`src/rtl/core/spq_pkg.sv`:
```
package spq_pkg;

    // One stored queue entry: Q16.16 key, source list number and position.
    typedef struct packed {
        logic signed [31:0] key;
        logic [3:0]         list;
        logic [15:0]        index;
    } entry_t;

    // Request action codes.
    localparam logic ACT_INSERT = 1'b0;
    localparam logic ACT_POP    = 1'b1;

    // Response status codes.
    typedef enum logic [1:0] {
        ST_OK    = 2'd0,
        ST_EMPTY = 2'd1,
        ST_FULL  = 2'd2
    } status_t;

    // Operation broadcast to every cell of the chain.
    typedef struct packed {
        logic   insert_en;
        logic   pop_en;
        entry_t data;
    } cell_cmd_t;

endpackage

```
`src/rtl/core/spq_cmd_if.sv`:
```
interface spq_cmd_if;
    logic               valid;
    logic               ready;
    logic               action;
    logic signed [31:0] key;
    logic [3:0]         source_list;
    logic [15:0]        source_index;

    modport source (
        output valid, action, key, source_list, source_index,
        input  ready
    );

    modport sink (
        input  valid, action, key, source_list, source_index,
        output ready
    );
endinterface

```
`src/rtl/core/spq_rsp_if.sv`:
```
interface spq_rsp_if;
    logic               valid;
    logic               ready;
    logic [1:0]         status;
    logic signed [31:0] out_key;
    logic [3:0]         out_list;
    logic [15:0]        out_index;
    logic [4:0]         occupancy;

    modport source (
        output valid, status, out_key, out_list, out_index, occupancy,
        input  ready
    );

    modport sink (
        input  valid, status, out_key, out_list, out_index, occupancy,
        output ready
    );
endinterface

```
`src/rtl/core/spq_cell.sv`:
```
module spq_cell (
    input  logic               clk,
    input  spq_pkg::cell_cmd_t cmd,
    input  logic               occupied,
    input  logic               prev_shift,
    input  spq_pkg::entry_t    prev_entry,
    input  spq_pkg::entry_t    next_entry,
    output logic               shift,
    output spq_pkg::entry_t    entry
);

    spq_pkg::entry_t entry_reg;
    spq_pkg::entry_t entry_next;
    logic            take;

    // The new key moves this entry down when it is strictly smaller.
    assign shift = occupied && (cmd.data.key < entry_reg.key);

    // An empty cell or a displaced one takes either its upper neighbor or the new entry.
    assign take = shift || !occupied;

    always_comb
    begin
        entry_next = entry_reg;
        if (cmd.insert_en && take)
        begin
            entry_next = prev_shift ? prev_entry : cmd.data;
        end
        else if (cmd.pop_en)
        begin
            entry_next = next_entry;
        end
    end

    // Entry storage holds payload only and is not reset.
    always_ff @(posedge clk)
    begin
        entry_reg <= entry_next;
    end

    assign entry = entry_reg;

endmodule

```
`src/rtl/core/sorted_priority_queue_top.sv`:
```
// Sorted priority queue built as a chain of compare-and-shift cells.
// The response to an accepted request is registered and shows in the next cycle.
// Throughput: one request per cycle; every cell compares against the broadcast key
// and shifts one place in that same cycle. A new request enters while the response
// register is empty or while its waiting response is taken in that same cycle.
// Reset clears the entry count and the response valid; entry storage is not cleared.
module sorted_priority_queue_top #(
    parameter int QUEUE_DEPTH = 16
) (
    input  logic            clk,
    input  logic            rst_n,
    spq_cmd_if.sink         cmd,
    spq_rsp_if.source       rsp
);

    localparam int CountW = $clog2(QUEUE_DEPTH + 1);

    typedef struct packed {
        spq_pkg::status_t   status;
        spq_pkg::entry_t    data;
        logic [4:0]         occupancy;
    } rsp_t;

    logic [CountW-1:0]   count_reg;
    logic [CountW-1:0]   count_next;
    logic                rsp_valid_reg;
    rsp_t                rsp_reg;
    rsp_t                rsp_next;
    logic                accept;
    logic                is_full;
    logic                is_empty;
    spq_pkg::cell_cmd_t  cell_cmd;
    spq_pkg::entry_t     entries [QUEUE_DEPTH];
    logic [QUEUE_DEPTH-1:0] shifts;
    logic [QUEUE_DEPTH-1:0] occupied;

    // Request handshake: the response register frees up when it is taken.
    assign cmd.ready = !rsp_valid_reg || rsp.ready;
    assign accept    = cmd.valid && cmd.ready;

    assign is_full  = (count_reg == CountW'(QUEUE_DEPTH));
    assign is_empty = (count_reg == '0);

    // Operation broadcast to the cells.
    always_comb
    begin
        cell_cmd.insert_en  = accept && (cmd.action == spq_pkg::ACT_INSERT) && !is_full;
        cell_cmd.pop_en     = accept && (cmd.action == spq_pkg::ACT_POP) && !is_empty;
        cell_cmd.data.key   = cmd.key;
        cell_cmd.data.list  = cmd.source_list;
        cell_cmd.data.index = cmd.source_index;
    end

    // Cell chain: cell zero holds the smallest key.
    for (genvar i = 0; i < QUEUE_DEPTH; i++)
    begin : g_cell
        spq_pkg::entry_t prev_entry;
        spq_pkg::entry_t next_entry;
        logic            prev_shift;

        assign occupied[i] = (count_reg > CountW'(i));

        if (i == 0)
        begin : g_first
            assign prev_entry = '0;
            assign prev_shift = 1'b0;
        end
        else
        begin : g_mid
            assign prev_entry = entries[i-1];
            assign prev_shift = shifts[i-1];
        end

        if (i == QUEUE_DEPTH - 1)
        begin : g_last
            assign next_entry = '0;
        end
        else
        begin : g_inner
            assign next_entry = entries[i+1];
        end

        spq_cell u_cell (
            .clk        (clk),
            .cmd        (cell_cmd),
            .occupied   (occupied[i]),
            .prev_shift (prev_shift),
            .prev_entry (prev_entry),
            .next_entry (next_entry),
            .shift      (shifts[i]),
            .entry      (entries[i])
        );
    end

    // Entry count update.
    always_comb
    begin
        count_next = count_reg;
        if (cell_cmd.insert_en)
        begin
            count_next = count_reg + 1'b1;
        end
        else if (cell_cmd.pop_en)
        begin
            count_next = count_reg - 1'b1;
        end
    end

    // Response contents for the accepted request.
    always_comb
    begin
        rsp_next.status    = spq_pkg::ST_OK;
        rsp_next.data      = '0;
        rsp_next.occupancy = 5'(count_next);
        if (cmd.action == spq_pkg::ACT_INSERT)
        begin
            if (is_full)
            begin
                rsp_next.status = spq_pkg::ST_FULL;
            end
        end
        else if (is_empty)
        begin
            rsp_next.status = spq_pkg::ST_EMPTY;
        end
        else
        begin
            rsp_next.data = entries[0];
        end
    end

    // Control registers.
    always_ff @(posedge clk or negedge rst_n)
    begin
        if (!rst_n)
        begin
            count_reg     <= '0;
            rsp_valid_reg <= 1'b0;
        end
        else
        begin
            if (accept)
            begin
                count_reg <= count_next;
            end
            if (accept)
            begin
                rsp_valid_reg <= 1'b1;
            end
            else if (rsp.ready)
            begin
                rsp_valid_reg <= 1'b0;
            end
        end
    end

    // Response payload register.
    always_ff @(posedge clk)
    begin
        if (accept)
        begin
            rsp_reg <= rsp_next;
        end
    end

    assign rsp.valid     = rsp_valid_reg;
    assign rsp.status    = rsp_reg.status;
    assign rsp.out_key   = rsp_reg.data.key;
    assign rsp.out_list  = rsp_reg.data.list;
    assign rsp.out_index = rsp_reg.data.index;
    assign rsp.occupancy = rsp_reg.occupancy;

`ifndef SYNTHESIS
    // The count never passes the capacity.
    a_count_bound: assert property (@(posedge clk) disable iff (!rst_n)
        count_reg <= CountW'(QUEUE_DEPTH))
        else $error("entry count above capacity");

    // A pop on a non-empty queue lowers the count by one.
    a_pop_count: assert property (@(posedge clk) disable iff (!rst_n)
        (accept && cmd.action == spq_pkg::ACT_POP && !is_empty)
        |=> (count_reg == $past(count_reg) - 1'b1))
        else $error("pop did not lower the entry count");

    // An insert into a full queue reports the drop.
    a_full_drop: assert property (@(posedge clk) disable iff (!rst_n)
        (accept && cmd.action == spq_pkg::ACT_INSERT && is_full)
        |=> (rsp_reg.status == spq_pkg::ST_FULL && count_reg == $past(count_reg)))
        else $error("full insert not dropped");

    // The two front cells stay in ascending key order.
    a_front_order: assert property (@(posedge clk) disable iff (!rst_n)
        (count_reg >= CountW'(2)) |-> !(entries[1].key < entries[0].key))
        else $error("front entries out of order");
`endif

endmodule
```
`src/flat_wrapper.sv`:
```
// flat-port wrapper written by rule: the top's interface ports become plain ports
module sorted_priority_queue_top_flat 
#(
    parameter int QUEUE_DEPTH = 16
)
  (clk, rst_n, cmd_valid, cmd_action, cmd_key, cmd_source_list, cmd_source_index, cmd_ready, rsp_valid, rsp_status, rsp_out_key, rsp_out_list, rsp_out_index, rsp_occupancy, rsp_ready);
  spq_cmd_if cmd_i ();
  spq_rsp_if rsp_i ();
  input  logic clk;
  input  logic rst_n;
  input wire logic [$bits(cmd_i.valid)-1:0] cmd_valid;
  input wire logic [$bits(cmd_i.action)-1:0] cmd_action;
  input wire logic [$bits(cmd_i.key)-1:0] cmd_key;
  input wire logic [$bits(cmd_i.source_list)-1:0] cmd_source_list;
  input wire logic [$bits(cmd_i.source_index)-1:0] cmd_source_index;
  output wire logic [$bits(cmd_i.ready)-1:0] cmd_ready;
  output wire logic [$bits(rsp_i.valid)-1:0] rsp_valid;
  output wire logic [$bits(rsp_i.status)-1:0] rsp_status;
  output wire logic [$bits(rsp_i.out_key)-1:0] rsp_out_key;
  output wire logic [$bits(rsp_i.out_list)-1:0] rsp_out_list;
  output wire logic [$bits(rsp_i.out_index)-1:0] rsp_out_index;
  output wire logic [$bits(rsp_i.occupancy)-1:0] rsp_occupancy;
  input wire logic [$bits(rsp_i.ready)-1:0] rsp_ready;
  assign cmd_i.valid = cmd_valid;
  assign cmd_i.action = cmd_action;
  assign cmd_i.key = cmd_key;
  assign cmd_i.source_list = cmd_source_list;
  assign cmd_i.source_index = cmd_source_index;
  assign cmd_ready = cmd_i.ready;
  assign rsp_valid = rsp_i.valid;
  assign rsp_status = rsp_i.status;
  assign rsp_out_key = rsp_i.out_key;
  assign rsp_out_list = rsp_i.out_list;
  assign rsp_out_index = rsp_i.out_index;
  assign rsp_occupancy = rsp_i.occupancy;
  assign rsp_i.ready = rsp_ready;
  sorted_priority_queue_top #(.QUEUE_DEPTH(QUEUE_DEPTH)) u_core (.clk(clk), .rst_n(rst_n), .cmd(cmd_i), .rsp(rsp_i));
endmodule
```
`config.mk`:
```
export PLATFORM = sky130hd
export DESIGN_NAME = sorted_priority_queue_top_flat
export DESIGN_NICKNAME = d
export VERILOG_FILES = /design/src/rtl/core/spq_pkg.sv /design/src/rtl/core/spq_cmd_if.sv /design/src/rtl/core/spq_rsp_if.sv /design/src/rtl/core/spq_cell.sv /design/src/rtl/core/sorted_priority_queue_top.sv /design/src/flat_wrapper.sv
export SDC_FILE = /design/constraint.sdc
export NUM_CORES = 2
export LEC_CHECK = 0
export BUFFER_PORTS_ARGS = -buffer_cell sky130_fd_sc_hd__buf_2
export CORE_AREA = 2 2 357 359
export CTS_CLUSTER_DIAMETER = 100
export DETAILED_ROUTE_END_ITERATION = 7
export DIE_AREA = 0 0 359 361
export PLACE_DENSITY = 0.65
export SLEW_MARGIN = 20
export SYNTH_ARGS = -nofsm -noshare
export SYNTH_HDL_FRONTEND = slang
export SYNTH_SLANG_ARGS = --single-unit
```
`constraint.sdc`:
```
create_clock -name clk -period 20.1 [get_ports clk]
set_clock_uncertainty 0.1 [all_clocks]
set_input_delay 1.005 -clock clk [delete_from_list [all_inputs] [get_ports clk]]
set_output_delay 1.005 -clock clk [all_outputs]
set_load 0.02 [all_outputs]
```
==> qor.yml <==
ys.flop_type: "edfxtp_1"
cap_viol_max_count: 0
seq_area_um2: 26910
drc_errors: 0
postRouteAntennaNets: 0
fin_setup_tns_ps: 0
area_growth_pct: 8.658
grt_pass1_wl_um: 290800
crit_type: "input port to register"
ios: 118
status: "finished clean"
dp.final_hpwl_um: 129500
syn-cell-area_um2: 62370
critPathRequiredTime_ps: 20330
arrival_ps: 5640
initial_core_util: 0.4974
grtUsageTotal: 0.2847
portBuffers: 117
design_area_um2: 67780
via_count: 49050
cp_max_fo: 53
clockBufferDepth: 3
grt_max_degree: 125
slew_violations: 0
synth.distinct_cells: 74
yosysSeqAreaShare: 0.4314
clkLatencyLatePin_ps: 720
routedWlPerCell_um: 24.65
globalplace.congestion: 0.9029
num-fill-cells: 10940
rsz0062_at_grt: "false"
antenna_found_initial: 5
h-tree-depth: 3
grt_pass1_vias: 47770
p_leak_nw: 28.40
multiInputGateArea_um2: 31860
power_per_cell_area_nw_per_um2: 108.8
drt-pass1-iter-count: 6
ctsHoldBuffers: 0
startpoint_type: "input port"
hold_viol: 0
overflow: 0
synthCells: 6150
core_area_um2: 125400
fin_nets: 6534
drtIter0Drc: 5319
min_path_type: "input port to asynchronous set/reset pin"
timing.fmax_ghz: 0.1849
tritoncts: "done"
cts_resized: 0
async_flop_share: 0.006689
die_area_um2: 129600
cts-root-buf: "clkbuf_16"
finalCritPeriodShare: 0.2691
tightestPinTransition_ps: 1157
dp.cells: 7518
ir_drop_v: 0.0001107
crit_path_end_kind: "register"
syn_area_per_cell_um2: 10.14
rows: 130
die_w_um: 359
synth-seq-cells: 897
largest_reg_flops: 832
finalNonFillerCells: 7715
finalCriticalPeriod_ps: 5410
numCtsBuffers: 105
path_clk_slew_ps: 60
cts_sinks: 897
drive_gt1_frac: 0.1182
final_util: 0.5404
yosys_warnings: 0
dpl_cell_area_um2: 64340
syn-num-nets: 6708
synth_enable_flop_cells: 891
die_h_um: 361
setup_viol: 0
drt_wl_total_um: 190100
viasPerCell: 6.357
relSlewSlack: 0.2285
postCtsSetupBuffers: 0
## Yosys cell counts, types with 57 or more instances
| master | count | area (um2) |
|---|---|---|
| edfxtp_1 | 891 | 26760 |
| mux2_2 | 236 | 2658 |
| nand2b_1 | 78 | 488.0 |
| a31oi_1 | 59 | 369.1 |
| o211ai_1 | 60 | 450.4 |
| and2_1 | 57 | 356.6 |
| a21o_1 | 74 | 555.5 |
| ha_1 | 501 | 6269 |
| nand3_1 | 181 | 905.9 |
| nand4_1 | 166 | 1039 |
| a221oi_1 | 61 | 534.3 |
| a211oi_1 | 79 | 593.1 |
| nand2_1 | 355 | 1333 |
| and3_1 | 78 | 488.0 |
| clkbuf_1 | 416 | 1562 |
| inv_1 | 544 | 2042 |
| nor2_1 | 259 | 972.2 |
| o21ai_0 | 412 | 2062 |
| mux2i_1 | 625 | 6256 |
| a21oi_1 | 417 | 2087 |
## final cells by class
type,instances,share of cell area
clock buffers,137,0.04130
repair buffers,235,0.02177
clock inverters,58,0.009249
multi-input cells,4193,0.4701
inverters,544,0.03013
well taps,1650,0.03046
diodes,1,0.00003692
flip-flops and latches,897,0.3970
## logic make-up after synthesis
logic type / count (synthesis) / share of synthesized area
adders and majority gates: 501 / 0.1005
and+or+nand+nor: 1330 / 0.1058
DFF: 897 / 0.4314
AOI/OAI and AO/OA: 1468 / 0.1470
xor gates and xnor gates: 7 / 0.0009829
muxes: 887 / 0.1492
buffers and inverters: 1060 / 0.06527
## cell usage in the layout (no fill, tap or decap), types with 179 or more instances in the layout
master and count:
a21oi_1 413, mux2_2 236, ha_1 500, inv_1 543, mux2i_1 625, nand3_1 179
nand2_1 348, o21ai_0 407, edfxtp_1 891, nor2_1 256
## layer usage
| layer | up-vias | global-route usage | wire length [um] |
|---|---|---|---|
| met3 | 334 | 0.04194 | 15650 |
| met1 | 23990 | 0.4016 | 84040 |
| met5 | - | 0 | 13 |
| li1 | 22490 | - | - |
| met4 | 2 | 0.1055 | 6352 |
| met2 | 2229 | 0.4440 | 84080 |
## final timing paths
kind	cells past startpoint	slack [ps]	from	endpoint
setup / recovery	13	14690	cmd_key[8]	u_core.g_cell[11].u_cell.entry[27]
hold / removal	1	40	rst_n	u_core.count_reg[0]
setup reg to reg	10	14860	u_core.count_reg[0]	u_core.g_cell[14].u_cell.entry[20]
hold reg to reg	2	440	u_core.rsp.valid	u_core.rsp.valid
max in group asynchronous	1	19670	rst_n	u_core.count_reg[4]
min in group clk	2	410	cmd_valid	u_core.rsp.valid
## power breakdown
| group | total, mW | switching [mW] | internal [mW] |
|---|---|---|---|
| clock | 1.96 | 0.827 | 1.13 |
| combinational | 2.70 | 1.71 | 0.991 |
| sequential | 2.72 | 0.214 | 2.51 |
## worst max-delay path, cell delays in order
cell and delay, ps:
buf_2 170, buf_4 460, ha_1 210, nand2_1 50, nor2_1 140, nand2_1 70, o311ai_0 440, buf_4 230
o21ai_0 300, nand3_1 270, nand3_4 810, nand2_2 850, buf_4 590
## metrics by stage
step | worst slack, ps | hold WS, ps | total power [mW]
after floorplan | 12730 | 416.0 | 4.587
after global placement | 13720 | 403.0 | 5.312
after detailed placement | 13610 | 431.7 | 5.384
after CTS | 14330 | 14.30 | 7.342
after global routing | 14460 | 41.97 | 7.717
final | 14690 | 42.15 | 7.376
Note: power is estimated with default switching activity, not from simulation.
